`config.mk`:
```
export PLATFORM = sky130hd
export DESIGN_NAME = memory_map_line_range_matcher_top
export DESIGN_NICKNAME = d
export VERILOG_FILES = /design/src/design/mmlrm_pkg.sv /design/src/design/mmlrm_ram.sv /design/src/design/mmlrm_cmdq.sv /design/src/design/mmlrm_front.sv /design/src/design/mmlrm_back.sv /design/src/design/memory_map_line_range_matcher_top.sv
export SDC_FILE = /design/constraint.sdc
export NUM_CORES = 2
export LEC_CHECK = 0
export CORE_MARGIN = 2
export CORE_UTILIZATION = 36
export CTS_CLUSTER_SIZE = 28
export DETAILED_ROUTE_END_ITERATION = 10
export DONT_BUFFER_PORTS = 1
export GPL_TIMING_DRIVEN = 0
export SLEW_MARGIN = 40
export SYNTH_ARGS = -nofsm -noshare
export SYNTH_HDL_FRONTEND = slang
export SYNTH_SLANG_ARGS = --single-unit
```
`constraint.sdc`:
```
create_clock -name i_clk -period 12.98 [get_ports i_clk]
set_clock_uncertainty 0.1 [all_clocks]
set_input_delay 1.947 -clock i_clk [delete_from_list [all_inputs] [get_ports i_clk]]
set_output_delay 1.947 -clock i_clk [all_outputs]
set_load 0.02 [all_outputs]
```
`src/design/mmlrm_pkg.sv`:
```
// ============================================================================
// Memory-map line range matcher package
// Shared word types, result codes and the hex digit decoder.
// ============================================================================
`default_nettype none

package mmlrm_pkg;

    localparam int LINE_CAP_DEF = 512;
    localparam int PATH_CAP_DEF = 63;

    localparam int ADDR_W = 64;
    localparam int LEN_W  = 6;   // pathname length, also max_path_chars width
    localparam int IDX_W  = 2;   // config register index

    // config register indexes
    localparam logic [IDX_W-1:0] CFG_TARGET_ADDRESS = 2'd0;
    localparam logic [IDX_W-1:0] CFG_MAX_PATH_CHARS = 2'd1;

    // result status codes
    localparam logic [1:0] ST_CHAR     = 2'd0;
    localparam logic [1:0] ST_FOUND    = 2'd1;
    localparam logic [1:0] ST_NOTFOUND = 2'd2;

    // input request codes
    localparam logic REQ_DATA = 1'b0;
    localparam logic REQ_EOD  = 1'b1;

    localparam logic [7:0] CH_NL    = 8'h0A;
    localparam logic [7:0] CH_DASH  = 8'h2D;
    localparam logic [7:0] CH_SPACE = 8'h20;

    typedef struct packed {
        logic       req_type;
        logic [7:0] data_byte;
    } t_in_word;

    typedef struct packed {
        logic [1:0]        status;
        logic [7:0]        path_char;
        logic [ADDR_W-1:0] base_address;
        logic              last;
    } t_out_word;

    // front to back command
    typedef struct packed {
        logic              is_found;
        logic [LEN_W-1:0]  path_len;
        logic [ADDR_W-1:0] range_start;
        logic [ADDR_W-1:0] map_offset;
    } t_cmd;

    // {valid, nibble}
    function automatic logic [4:0] hex_digit(input logic [7:0] c);
        logic [4:0] r;
        r = 5'd0;
        if (c >= 8'h30 && c <= 8'h39) begin
            r = {1'b1, 4'(c - 8'h30)};
        end else if (c >= 8'h61 && c <= 8'h66) begin
            r = {1'b1, 4'(c - 8'h57)};
        end else if (c >= 8'h41 && c <= 8'h46) begin
            r = {1'b1, 4'(c - 8'h37)};
        end
        return r;
    endfunction

endpackage

`default_nettype wire

```
`src/design/mmlrm_ram.sv`:
```
// ============================================================================
// Generic RAM
// One write port, one read port, registered read data.
// ============================================================================
`default_nettype none

module mmlrm_ram #(
    parameter int WIDTH = 8,
    parameter int DEPTH = 63,
    parameter int AW    = (DEPTH > 1) ? $clog2(DEPTH) : 1
) (
    input  wire logic             i_clk,
    input  wire logic             i_wr_en,
    input  wire logic [AW-1:0]    i_wr_addr,
    input  wire logic [WIDTH-1:0] i_wr_data,
    input  wire logic             i_rd_en,
    input  wire logic [AW-1:0]    i_rd_addr,
    output logic      [WIDTH-1:0] o_rd_data
);

    logic [WIDTH-1:0] r_mem [DEPTH];

    always_ff @(posedge i_clk) begin
        if (i_wr_en) begin
            r_mem[i_wr_addr] <= i_wr_data;
        end
        if (i_rd_en) begin
            o_rd_data <= r_mem[i_rd_addr];
        end
    end

endmodule

`default_nettype wire

```
`src/design/mmlrm_cmdq.sv`:
```
// ============================================================================
// Command queue
// Two-entry queue carrying commands from the parser to the emitter.
// ============================================================================
`default_nettype none

module mmlrm_cmdq import mmlrm_pkg::*; (
    input  wire logic i_clk,
    input  wire logic i_rst_n,
    input  wire logic i_push,
    input  t_cmd      i_cmd,
    output logic      o_full,
    input  wire logic i_pop,
    output logic      o_valid,
    output t_cmd      o_cmd
);

    t_cmd       r_slot [2];
    logic       r_wr_ptr, r_rd_ptr;
    logic [1:0] r_count;

    logic do_push, do_pop;

    assign o_full  = (r_count == 2'd2);
    assign o_valid = (r_count != 2'd0);
    assign o_cmd   = r_slot[r_rd_ptr];
    assign do_push = i_push && !o_full;
    assign do_pop  = i_pop && o_valid;

    always_ff @(posedge i_clk) begin
        if (!i_rst_n) begin
            r_wr_ptr <= 1'b0;
            r_rd_ptr <= 1'b0;
            r_count  <= 2'd0;
        end else begin
            if (do_push) begin
                r_wr_ptr <= !r_wr_ptr;
            end
            if (do_pop) begin
                r_rd_ptr <= !r_rd_ptr;
            end
            case ({do_push, do_pop})
                2'b10:   r_count <= r_count + 2'd1;
                2'b01:   r_count <= r_count - 2'd1;
                default: r_count <= r_count;
            endcase
        end
    end

    always_ff @(posedge i_clk) begin
        if (do_push) begin
            r_slot[r_wr_ptr] <= i_cmd;
        end
    end

endmodule

`default_nettype wire

```
`src/design/mmlrm_front.sv`:
```
// ============================================================================
// Line parser
// Parses listing bytes, stores the pathname, issues found/not-found commands.
// ============================================================================
`default_nettype none

module mmlrm_front import mmlrm_pkg::*; #(
    parameter int LINE_CAP = LINE_CAP_DEF,
    parameter int PATH_CAP = PATH_CAP_DEF,
    parameter int AW       = (PATH_CAP > 1) ? $clog2(PATH_CAP) : 1
) (
    input  wire logic              i_clk,
    input  wire logic              i_rst_n,
    input  wire logic              i_accept,
    input  t_in_word               i_word,
    input  wire logic [ADDR_W-1:0] i_target_address,
    input  wire logic [LEN_W-1:0]  i_max_path_chars,
    input  wire logic              i_found_done,
    output logic                   o_lock,
    output logic                   o_cmd_push,
    output t_cmd                   o_cmd,
    output logic                   o_wr_en,
    output logic      [AW-1:0]     o_wr_addr,
    output logic      [7:0]        o_wr_data
);

    localparam int LC_W = $clog2(LINE_CAP);
    localparam logic [LC_W-1:0]  LINE_MAX = LC_W'(LINE_CAP - 1);
    localparam logic [LEN_W-1:0] PCAP     = LEN_W'(PATH_CAP);

    localparam logic [2:0] PH_START  = 3'd0;
    localparam logic [2:0] PH_END    = 3'd1;
    localparam logic [2:0] PH_FIELDS = 3'd2;
    localparam logic [2:0] PH_SKIP   = 3'd3;
    localparam logic [2:0] PH_PATH   = 3'd4;
    localparam logic [2:0] PH_DONE   = 3'd5;

    logic [2:0]        r_phase,       n_phase;
    logic [LC_W-1:0]   r_line_count,  n_line_count;
    logic [ADDR_W-1:0] r_range_start, n_range_start;
    logic [ADDR_W-1:0] r_range_end,   n_range_end;
    logic [ADDR_W-1:0] r_map_offset,  n_map_offset;
    logic [2:0]        r_spaces_seen, n_spaces_seen;
    logic [LEN_W-1:0]  r_path_length, n_path_length;
    logic              r_lock,        n_lock;

    logic [4:0]       hex;
    logic [7:0]       c;
    logic [LEN_W-1:0] lim;
    logic             hit;
    logic             keep;

    assign c   = i_word.data_byte;
    assign hex = hex_digit(c);
    assign lim = (i_max_path_chars > PCAP) ? PCAP : i_max_path_chars;
    assign hit = (i_target_address >= r_range_start) && (i_target_address < r_range_end);

    assign o_lock    = r_lock;
    assign o_wr_addr = r_path_length[AW-1:0];
    assign o_wr_data = c;

    always_comb begin
        n_phase       = r_phase;
        n_line_count  = r_line_count;
        n_range_start = r_range_start;
        n_range_end   = r_range_end;
        n_map_offset  = r_map_offset;
        n_spaces_seen = r_spaces_seen;
        n_path_length = r_path_length;
        n_lock        = r_lock && !i_found_done;
        o_cmd_push    = 1'b0;
        o_cmd         = '{is_found: 1'b0, path_len: r_path_length,
                          range_start: r_range_start, map_offset: r_map_offset};
        keep          = 1'b0;

        if (i_accept) begin
            if (i_word.req_type == REQ_EOD || c == CH_NL) begin
                // end of line or data: drop parse state
                n_phase       = PH_START;
                n_line_count  = '0;
                n_range_start = '0;
                n_range_end   = '0;
                n_map_offset  = '0;
                n_spaces_seen = '0;
                n_path_length = '0;
            end
            if (i_word.req_type == REQ_EOD) begin
                o_cmd_push = (r_phase != PH_DONE);
            end else if (r_phase == PH_DONE) begin
                n_phase = PH_DONE;
            end else if (c == CH_NL) begin
                if (hit && r_phase == PH_PATH) begin
                    o_cmd_push     = 1'b1;
                    o_cmd.is_found = 1'b1;
                    n_phase        = PH_DONE;
                    n_lock         = 1'b1;
                end
            end else if (r_line_count < LINE_MAX) begin
                n_line_count = r_line_count + 1'b1;
                case (r_phase)
                    PH_START: begin
                        if (c == CH_DASH) begin
                            n_phase = PH_END;
                        end else if (hex[4]) begin
                            n_range_start = {r_range_start[ADDR_W-5:0], hex[3:0]};
                        end
                    end
                    PH_END: begin
                        if (c == CH_SPACE) begin
                            n_spaces_seen = 3'd1;
                            n_phase       = PH_FIELDS;
                        end else if (hex[4]) begin
                            n_range_end = {r_range_end[ADDR_W-5:0], hex[3:0]};
                        end
                    end
                    PH_FIELDS: begin
                        if (c == CH_SPACE) begin
                            n_spaces_seen = r_spaces_seen + 3'd1;
                            if (r_spaces_seen >= 3'd4) begin
                                n_phase = PH_SKIP;
                            end
                        end else if (r_spaces_seen == 3'd2 && hex[4]) begin
                            n_map_offset = {r_map_offset[ADDR_W-5:0], hex[3:0]};
                        end
                    end
                    PH_SKIP: begin
                        if (c != CH_SPACE) begin
                            n_phase = PH_PATH;
                            keep    = 1'b1;
                        end
                    end
                    PH_PATH: begin
                        keep = 1'b1;
                    end
                    default: begin
                    end
                endcase
                if (keep && r_path_length < lim) begin
                    n_path_length = r_path_length + 1'b1;
                end
            end
        end
    end

    assign o_wr_en = keep && (r_path_length < lim);

    always_ff @(posedge i_clk) begin
        if (!i_rst_n) begin
            r_phase       <= PH_START;
            r_line_count  <= '0;
            r_range_start <= '0;
            r_range_end   <= '0;
            r_map_offset  <= '0;
            r_spaces_seen <= '0;
            r_path_length <= '0;
            r_lock        <= 1'b0;
        end else begin
            r_phase       <= n_phase;
            r_line_count  <= n_line_count;
            r_range_start <= n_range_start;
            r_range_end   <= n_range_end;
            r_map_offset  <= n_map_offset;
            r_spaces_seen <= n_spaces_seen;
            r_path_length <= n_path_length;
            r_lock        <= n_lock;
        end
    end

`ifndef SYNTHESIS
    // a found burst is outstanding only while the parser sits in done
    a_lock_done: assert property (@(posedge i_clk) disable iff (!i_rst_n)
        r_lock |-> (r_phase == PH_DONE))
        else $error("lock held outside done phase");
    // pathname never grows past the store
    a_len_cap: assert property (@(posedge i_clk) disable iff (!i_rst_n)
        r_path_length <= PCAP)
        else $error("path length past capacity");
`endif

endmodule

`default_nettype wire

```
`src/design/mmlrm_back.sv`:
```
// ============================================================================
// Result emitter
// Replays the stored pathname and closes each search with found/not-found.
// ============================================================================
`default_nettype none

module mmlrm_back import mmlrm_pkg::*; #(
    parameter int PATH_CAP = PATH_CAP_DEF,
    parameter int AW       = (PATH_CAP > 1) ? $clog2(PATH_CAP) : 1
) (
    input  wire logic          i_clk,
    input  wire logic          i_rst_n,
    input  wire logic          i_cmd_valid,
    input  t_cmd               i_cmd,
    output logic               o_cmd_pop,
    output logic               o_found_done,
    output logic               o_rd_en,
    output logic      [AW-1:0] o_rd_addr,
    input  wire logic [7:0]    i_rd_data,
    output logic               o_empty,
    input  wire logic          i_pop,
    output t_out_word          o_word
);

    localparam logic [1:0] B_IDLE  = 2'd0;
    localparam logic [1:0] B_CHARS = 2'd1;
    localparam logic [1:0] B_FINAL = 2'd2;

    logic [1:0]       r_state, n_state;
    logic [LEN_W-1:0] r_idx,   n_idx;
    logic             r_rd_inflight;
    logic             r_out_valid;
    t_out_word        r_out;

    logic out_free, fin_en;

    assign out_free  = !r_out_valid || i_pop;
    assign o_rd_addr = r_idx[AW-1:0];
    assign o_empty   = !r_out_valid;
    assign o_word    = r_out;

    always_comb begin
        n_state      = r_state;
        n_idx        = r_idx;
        o_rd_en      = 1'b0;
        fin_en       = 1'b0;
        o_cmd_pop    = 1'b0;
        o_found_done = 1'b0;
        case (r_state)
            B_IDLE: begin
                if (i_cmd_valid) begin
                    n_idx = '0;
                    if (i_cmd.is_found && i_cmd.path_len != '0) begin
                        n_state = B_CHARS;
                    end else begin
                        n_state = B_FINAL;
                    end
                end
            end
            B_CHARS: begin
                o_rd_en = !r_rd_inflight && out_free;
                if (o_rd_en) begin
                    if (r_idx == i_cmd.path_len - 1'b1) begin
                        n_state = B_FINAL;
                    end else begin
                        n_idx = r_idx + 1'b1;
                    end
                end
            end
            B_FINAL: begin
                fin_en = !r_rd_inflight && out_free;
                if (fin_en) begin
                    o_cmd_pop    = 1'b1;
                    o_found_done = i_cmd.is_found;
                    n_state      = B_IDLE;
                end
            end
            default: begin
                n_state = B_IDLE;
            end
        endcase
    end

    always_ff @(posedge i_clk) begin
        if (!i_rst_n) begin
            r_state       <= B_IDLE;
            r_idx         <= '0;
            r_rd_inflight <= 1'b0;
            r_out_valid   <= 1'b0;
        end else begin
            r_state       <= n_state;
            r_idx         <= n_idx;
            r_rd_inflight <= o_rd_en;
            if (r_rd_inflight || fin_en) begin
                r_out_valid <= 1'b1;
            end else if (i_pop) begin
                r_out_valid <= 1'b0;
            end
        end
    end

    always_ff @(posedge i_clk) begin
        if (r_rd_inflight) begin
            r_out <= '{status: ST_CHAR, path_char: i_rd_data,
                       base_address: '0, last: 1'b0};
        end else if (fin_en) begin
            r_out <= '{status: i_cmd.is_found ? ST_FOUND : ST_NOTFOUND,
                       path_char: 8'd0,
                       base_address: i_cmd.is_found
                           ? (i_cmd.range_start - i_cmd.map_offset) : '0,
                       last: 1'b1};
        end
    end

`ifndef SYNTHESIS
    // read data always lands in an empty output slot
    a_rd_slot: assert property (@(posedge i_clk) disable iff (!i_rst_n)
        r_rd_inflight |-> !r_out_valid)
        else $error("read data would overwrite pending word");
    // char replay only for a found command with a pathname
    a_chars_cmd: assert property (@(posedge i_clk) disable iff (!i_rst_n)
        (r_state == B_CHARS) |-> (i_cmd_valid && i_cmd.is_found && i_cmd.path_len != '0))
        else $error("char replay without found command");
    // last marks exactly the closing words
    a_last: assert property (@(posedge i_clk) disable iff (!i_rst_n)
        r_out_valid |-> (r_out.last == (r_out.status != ST_CHAR)))
        else $error("last flag mismatch");
`endif

endmodule

`default_nettype wire

```
`src/design/memory_map_line_range_matcher_top.sv`:
```
// Order: a found word follows its newline after the emitter replays each pathname char
//   (one path RAM read and one output load each); not-found follows end of data.
// Throughput: one listing byte per cycle; input stalls (full) from a match until its
//   found word is loaded into the emitter output, and when the command queue fills.
// Reset: synchronous, active low; clears parse state, queue, emitter and config
//   (target 0, max chars 63). The path RAM is not cleared and needs no sweep.
// ============================================================================
// Memory-map line range matcher
// Parser front end, two-entry command queue, pathname RAM and result emitter.
// ============================================================================
`default_nettype none

module memory_map_line_range_matcher_top import mmlrm_pkg::*; #(
    parameter int LINE_CAP = LINE_CAP_DEF,
    parameter int PATH_CAP = PATH_CAP_DEF
) (
    input  wire logic              i_clk,
    input  wire logic              i_rst_n,
    // input word queue side
    input  wire logic              push,
    output logic                   full,
    input  t_in_word               i_in_word,
    // result word queue side
    output logic                   empty,
    input  wire logic              pop,
    output t_out_word              o_out_word,
    // config write channel
    input  wire logic              i_cfg_valid,
    output logic                   o_cfg_ready,
    input  wire logic [IDX_W-1:0]  i_cfg_index,
    input  wire logic [ADDR_W-1:0] i_cfg_data
);

    localparam int AW = (PATH_CAP > 1) ? $clog2(PATH_CAP) : 1;

    logic [ADDR_W-1:0] r_target_address;
    logic [LEN_W-1:0]  r_max_path_chars;

    // front <-> queue <-> back
    logic    accept;
    logic    lock;
    logic    cmd_push, cmd_full, cmd_valid, cmd_pop;
    t_cmd    cmd_in, cmd_head;
    logic    found_done;

    // path RAM ports
    logic          wr_en, rd_en;
    logic [AW-1:0] wr_addr, rd_addr;
    logic [7:0]    wr_data, rd_data;

    // Always ready; user must change config only while the block is idle (unenforced).
    assign o_cfg_ready = 1'b1;

    always_ff @(posedge i_clk) begin
        if (!i_rst_n) begin
            r_target_address <= '0;
            r_max_path_chars <= LEN_W'(63);
        end else if (i_cfg_valid && o_cfg_ready) begin
            case (i_cfg_index)
                CFG_TARGET_ADDRESS: r_target_address <= i_cfg_data;
                CFG_MAX_PATH_CHARS: r_max_path_chars <= i_cfg_data[LEN_W-1:0];
                default: begin
                end
            endcase
        end
    end

    // Hold input while the queue is full or a pathname burst is pending, so
    // the next line cannot overwrite path RAM entries still being replayed.
    assign full   = cmd_full || lock;
    assign accept = push && !full;

    mmlrm_front #(
        .LINE_CAP (LINE_CAP),
        .PATH_CAP (PATH_CAP),
        .AW       (AW)
    ) u_front (
        .i_clk            (i_clk),
        .i_rst_n          (i_rst_n),
        .i_accept         (accept),
        .i_word           (i_in_word),
        .i_target_address (r_target_address),
        .i_max_path_chars (r_max_path_chars),
        .i_found_done     (found_done),
        .o_lock           (lock),
        .o_cmd_push       (cmd_push),
        .o_cmd            (cmd_in),
        .o_wr_en          (wr_en),
        .o_wr_addr        (wr_addr),
        .o_wr_data        (wr_data)
    );

    mmlrm_cmdq u_cmdq (
        .i_clk   (i_clk),
        .i_rst_n (i_rst_n),
        .i_push  (cmd_push),
        .i_cmd   (cmd_in),
        .o_full  (cmd_full),
        .i_pop   (cmd_pop),
        .o_valid (cmd_valid),
        .o_cmd   (cmd_head)
    );

    // Pathname store: written by the parser, read back by the emitter.
    mmlrm_ram #(
        .WIDTH (8),
        .DEPTH (PATH_CAP),
        .AW    (AW)
    ) u_path_ram (
        .i_clk     (i_clk),
        .i_wr_en   (wr_en),
        .i_wr_addr (wr_addr),
        .i_wr_data (wr_data),
        .i_rd_en   (rd_en),
        .i_rd_addr (rd_addr),
        .o_rd_data (rd_data)
    );

    mmlrm_back #(
        .PATH_CAP (PATH_CAP),
        .AW       (AW)
    ) u_back (
        .i_clk        (i_clk),
        .i_rst_n      (i_rst_n),
        .i_cmd_valid  (cmd_valid),
        .i_cmd        (cmd_head),
        .o_cmd_pop    (cmd_pop),
        .o_found_done (found_done),
        .o_rd_en      (rd_en),
        .o_rd_addr    (rd_addr),
        .i_rd_data    (rd_data),
        .o_empty      (empty),
        .i_pop        (pop),
        .o_word       (o_out_word)
    );

`ifndef SYNTHESIS
    // parser never pushes into a full queue
    a_no_overflow: assert property (@(posedge i_clk) disable iff (!i_rst_n)
        cmd_push |-> !cmd_full)
        else $error("command pushed into full queue");
`endif

endmodule

`default_nettype wire
```
==> flow_results.xml <==
<?xml version="1.0" encoding="UTF-8"?>
<metrics>
  <group name="run_status">
    <metric name="status" unit="">finished clean</metric>
  </group>
  <group name="clock_tree">
    <metric name="holdBufCountCts" unit="">0</metric>
    <metric name="tritoncts.num_buffers" unit="">113</metric>
    <metric name="cts_resized" unit="">0</metric>
    <metric name="clkSinkCount" unit="">1156</metric>
    <metric name="clkSlewWorstSetupHoldPaths" unit="ns">0.06</metric>
    <metric name="clock_latency_of_the_later_clocked_register_in_the_worst_skew_pair" unit="ns">0.72</metric>
    <metric name="cts.repair_timing.setup_buffer_count" unit="">0</metric>
    <metric name="cts.htree.levels" unit="">3</metric>
    <metric name="max-clock-path-buffers" unit="">3</metric>
    <metric name="tritoncts_clock_tree" unit="">done</metric>
    <metric name="clk_root_buffer_cell" unit="">sky130_fd_sc_hd__clkbuf_16</metric>
  </group>
  <group name="global_routing">
    <metric name="grt_usage" unit="%">18.7</metric>
    <metric name="number_of_global_route_vias_before_repair" unit="">30500</metric>
    <metric name="groute.layer.met1.usage" unit="%">24.8</metric>
    <metric name="grtUsageMet2" unit="%">31.0</metric>
    <metric name="grt_use_met3" unit="%">4.09</metric>
    <metric name="antenna_found_initial" unit="">4</metric>
    <metric name="grt.busiest_layer" unit="">met2</metric>
    <metric name="grt_max_degree" unit="">70</metric>
    <metric name="first_pass_grt_wire_length" unit="µm">200000</metric>
    <metric name="gr-total-overflow" unit="">0</metric>
  </group>
  <group name="power_and_ir_drop">
    <metric name="power.static_leakage" unit="nW">18.7</metric>
    <metric name="power.density_cell_area" unit="mW/mm²">145</metric>
    <metric name="worst_vdd_rail_ir_drop" unit="V">0.000113</metric>
  </group>
  <group name="route">
    <metric name="routed_via_density" unit="">5.32</metric>
    <metric name="drt_drc_violations_left" unit="">0</metric>
    <metric name="wire_per_inst" unit="µm">23.0</metric>
    <metric name="count_of_antenna_violating_nets_left_after_detailed_routing" unit="">0</metric>
    <metric name="drt_iter0_markers" unit="">2805</metric>
    <metric name="dr.pass1.iters" unit="">6</metric>
    <metric name="detail_route.wirelength" unit="µm">136000</metric>
    <metric name="dr_total_vias" unit="">31400</metric>
  </group>
  <group name="yosys">
    <metric name="ys_types" unit="">88</metric>
    <metric name="yosys-mux-area-fraction" unit="%">10.1</metric>
    <metric name="synth-seq-cells" unit="">1156</metric>
    <metric name="area_leader_netlist" unit="">sky130_fd_sc_hd__edfxtp_1</metric>
    <metric name="post_synth.cell_area_avg" unit="µm²">13.3</metric>
    <metric name="synth_edf_count" unit="">790</metric>
    <metric name="synth_seq_area_share" unit="%">61.4</metric>
    <metric name="synth_largest_type_area_fraction" unit="%">46.9</metric>
    <metric name="postSynthCellCount" unit="">3792</metric>
    <metric name="async_flop_share" unit="%">0</metric>
    <metric name="synth_warnings" unit="">0</metric>
    <metric name="synthXorXnorAreaFrac" unit="%">1.40</metric>
    <metric name="ys_top_cells_by_count" unit="">sky130_fd_sc_hd__edfxtp_1, sky130_fd_sc_hd__dfxtp_1, sky130_fd_sc_hd__nand2_1</metric>
    <metric name="post_synthesis_share_of_cell_area_spent_on_full_adders_half_adders_and_majority_gates" unit="%">5.18</metric>
    <metric name="ys_top_cells_by_area" unit="">sky130_fd_sc_hd__edfxtp_1, sky130_fd_sc_hd__dfxtp_1, sky130_fd_sc_hd__mux4_2, sky130_fd_sc_hd__ha_1, sky130_fd_sc_hd__a22oi_1</metric>
    <metric name="synthesis.area" unit="mm²">0.0506</metric>
    <metric name="synth_compound_area_share" unit="%">10.1</metric>
    <metric name="most_instantiated_flip_flop_cell_in_the_synthesis_netlist" unit="">sky130_fd_sc_hd__edfxtp_1</metric>
    <metric name="yosys.area_share.simple" unit="%">9.01</metric>
    <metric name="largest_family_of_logic_cells_by_synthesized_area" unit="">compound AO/OA/AOI/OAI gates</metric>
    <metric name="most_repeated_cell_in_the_gate_level_netlist_after_synthesis" unit="">sky130_fd_sc_hd__edfxtp_1</metric>
    <metric name="synthesis.nets" unit="">4081</metric>
  </group>
  <group name="sta">
    <metric name="final_worst_path_period_share" unit="%">47.3</metric>
    <metric name="rsz0062_at_grt" unit="">false</metric>
    <metric name="finalHoldViolCount" unit="">0</metric>
    <metric name="slew_headroom" unit="%">40.8</metric>
    <metric name="layout_min_cycle_time" unit="ns">6.14</metric>
    <metric name="worstMarginPinSlew" unit="ns">0.865</metric>
    <metric name="max_freq" unit="MHz">163</metric>
    <metric name="number_of_max_slew_violations_in_the_final_report" unit="">0</metric>
    <metric name="fin_hold_ws" unit="ns">0.352</metric>
    <metric name="endpoints_failing_setup" unit="">0</metric>
  </group>
  <group name="cells_and_area">
    <metric name="drive_above_1_share" unit="%">13.0</metric>
    <metric name="syn2layout_area_growth" unit="%">12.6</metric>
    <metric name="antenna_cells" unit="">0</metric>
    <metric name="finish.net_count" unit="">4215</metric>
    <metric name="layout.core_utilization" unit="%">40.8</metric>
  </group>
  <group name="die">
    <metric name="initial_utilization" unit="%">36.3</metric>
    <metric name="io-pin-count" unit="">158</metric>
    <metric name="area_of_the_die" unit="mm²">0.144</metric>
    <metric name="fp.dieW" unit="µm">379</metric>
    <metric name="dieHeight" unit="µm">379</metric>
    <metric name="core_area" unit="mm²">0.140</metric>
    <metric name="number_of_rows_in_the_core_area" unit="">137</metric>
  </group>
  <group name="flow_run">
    <metric name="timing.max_cap.violations" unit="">0</metric>
  </group>
  <group name="placed_design">
    <metric name="routabilityCongestion" unit="">0.890</metric>
    <metric name="port_buffers" unit="">0</metric>
    <metric name="dp_hpwl" unit="µm">96900</metric>
  </group>
  <group name="critical_path">
    <metric name="end_kind" unit="">register</metric>
    <metric name="worstPathRequired" unit="ns">13.47</metric>
    <metric name="timing.critical_path.arrival" unit="ns">6.63</metric>
    <metric name="critPathKind" unit="">register to register</metric>
    <metric name="critical_path_peak_fanout" unit="">10</metric>
    <metric name="crit_start_category" unit="">register</metric>
  </group>
  <group name="min_path">
    <metric name="min_path_type" unit="">register to register</metric>
  </group>
</metrics>
-- per-layer routing --
layer  vias to the layer above  routed length (µm)
met4                         4                3100
met1                     15700               58200
met2                      1011               64700
li1                      14500                   -
met3                       185                9620
met5                         -                  21
-- through the flow --
| step | instance area [µm²] | TNS, ns | setup slack [ns] | std cells | total power, mW |
|---|---|---|---|---|---|
| finish | 57000 | 0 | 6.84 | 5899 | 8.25 |
| floorplan | 50600 | 0 | 3.13 | 3792 | 4.85 |
| CTS | 56900 | 0 | 6.87 | 5898 | 8.32 |
| detailed placement | 53300 | 0 | 6.93 | 5686 | 5.14 |
| global placement | 52900 | -418.13 | -1.58 | 5668 | 5.13 |
| global route | 57000 | 0 | 6.64 | 5899 | 8.56 |
-- worst max-delay path, stage by stage (launching register included) --
cell                       delay (ns)
sky130_fd_sc_hd__dfxtp_1         0.40
sky130_fd_sc_hd__buf_2           0.32
sky130_fd_sc_hd__clkbuf_2        0.46
sky130_fd_sc_hd__clkbuf_1        0.66
sky130_fd_sc_hd__mux2_2          0.28
sky130_fd_sc_hd__ha_1            0.22
sky130_fd_sc_hd__inv_1           0.07
sky130_fd_sc_hd__fa_1            0.42
sky130_fd_sc_hd__a21o_1          0.21
sky130_fd_sc_hd__a311oi_1        0.44
sky130_fd_sc_hd__o21ba_1         0.23
sky130_fd_sc_hd__o22ai_1         0.20
sky130_fd_sc_hd__o22ai_1         0.68
sky130_fd_sc_hd__o31ai_1         0.27
sky130_fd_sc_hd__a21oi_1         0.44
sky130_fd_sc_hd__o21ai_0         0.24
sky130_fd_sc_hd__xnor2_1         0.24
sky130_fd_sc_hd__o21ai_0         0.10
-- cell type report --
type | count | area, µm²
Timing Repair Buffer | 19 | 324
Buffer | 202 | 838
Sequential cell | 1156 | 31000
Clock buffer | 152 | 3130
Tap cell | 1876 | 2350
Fill cell | 13000 | 82600
Multi-Input combinational cell | 2269 | 18200
Inverter | 165 | 619
Clock inverter | 60 | 460
-- state kept, by name (all words and copies together), names as in the netlist, 9 cells and up, named ones only --
signal	count
u_back.o_word	75
u_front.r_line_count	9
r_target_address	64
u_front.r_range_start	64
u_cmdq.r_slot	270
u_front.r_map_offset	64
u_path_ram.r_mem	504
u_front.r_range_end	64
-- cell families after synthesis --
family,count (synthesis)
flip-flops,1156
XOR/XNOR,81
AND/OR/NAND/NOR,911
multiplexers,305
other,1
AO/OA/AOI/OAI,762
buffers and inverters,367
adder cells (fa/ha/maj),209
-- where the power goes --
part | switching (mW) | internal (mW) | leakage [nW]
registers | 0.274 | 4.08 | 10.1
clock network | 1.43 | 1.77 | 1.77
logic | 0.423 | 0.277 | 6.80
total | 2.12 | 6.13 | 18.7
-- worst paths after layout --
| check | from | to | slack, ns | cells after the start |
|---|---|---|---|---|
| worst max-delay path | register | u_back.o_word[61] | 6.84 | 17 |
| worst min register to register | u_front.r_map_offset[61] | u_cmdq.r_slot[0][61] | 0.35 | 0 |
| worst max register to register | register | u_back.o_word[61] | 6.84 | 17 |
| worst min-delay path | u_front.r_map_offset[61] | u_cmdq.r_slot[0][61] | 0.35 | 0 |
-- cells in the final DEF, fill, tap and decap left out, drive strengths merged, types with 6 or more instances in the layout --
master,Yosys,final
o22ai,6,6
nor4,8,8
nor2b,222,222
and3,12,12
o31ai,12,12
a21boi,75,75
a22oi,192,192
xnor2,44,44
xor2,37,37
buf,45,60
mux4,158,158
clkinv,0,47
a22o,6,6
inv,165,169
nand3,41,41
o21a,10,10
edfxtp,790,790
nor3,25,25
nor2,150,150
nand2,325,325
or2,6,6
clkbuf,157,313
o21bai,14,14
mux2i,84,84
nand4,51,51
o211ai,14,14
mux2,63,63
a21o,67,67
a211oi,16,16
or3,8,8
nor3b,7,7
dfxtp,366,366
a21oi,127,127
nand2b,16,16
and2,21,21
ha,208,208
a31oi,13,13
o21ai,157,157
(Power assumes the default switching activity.)
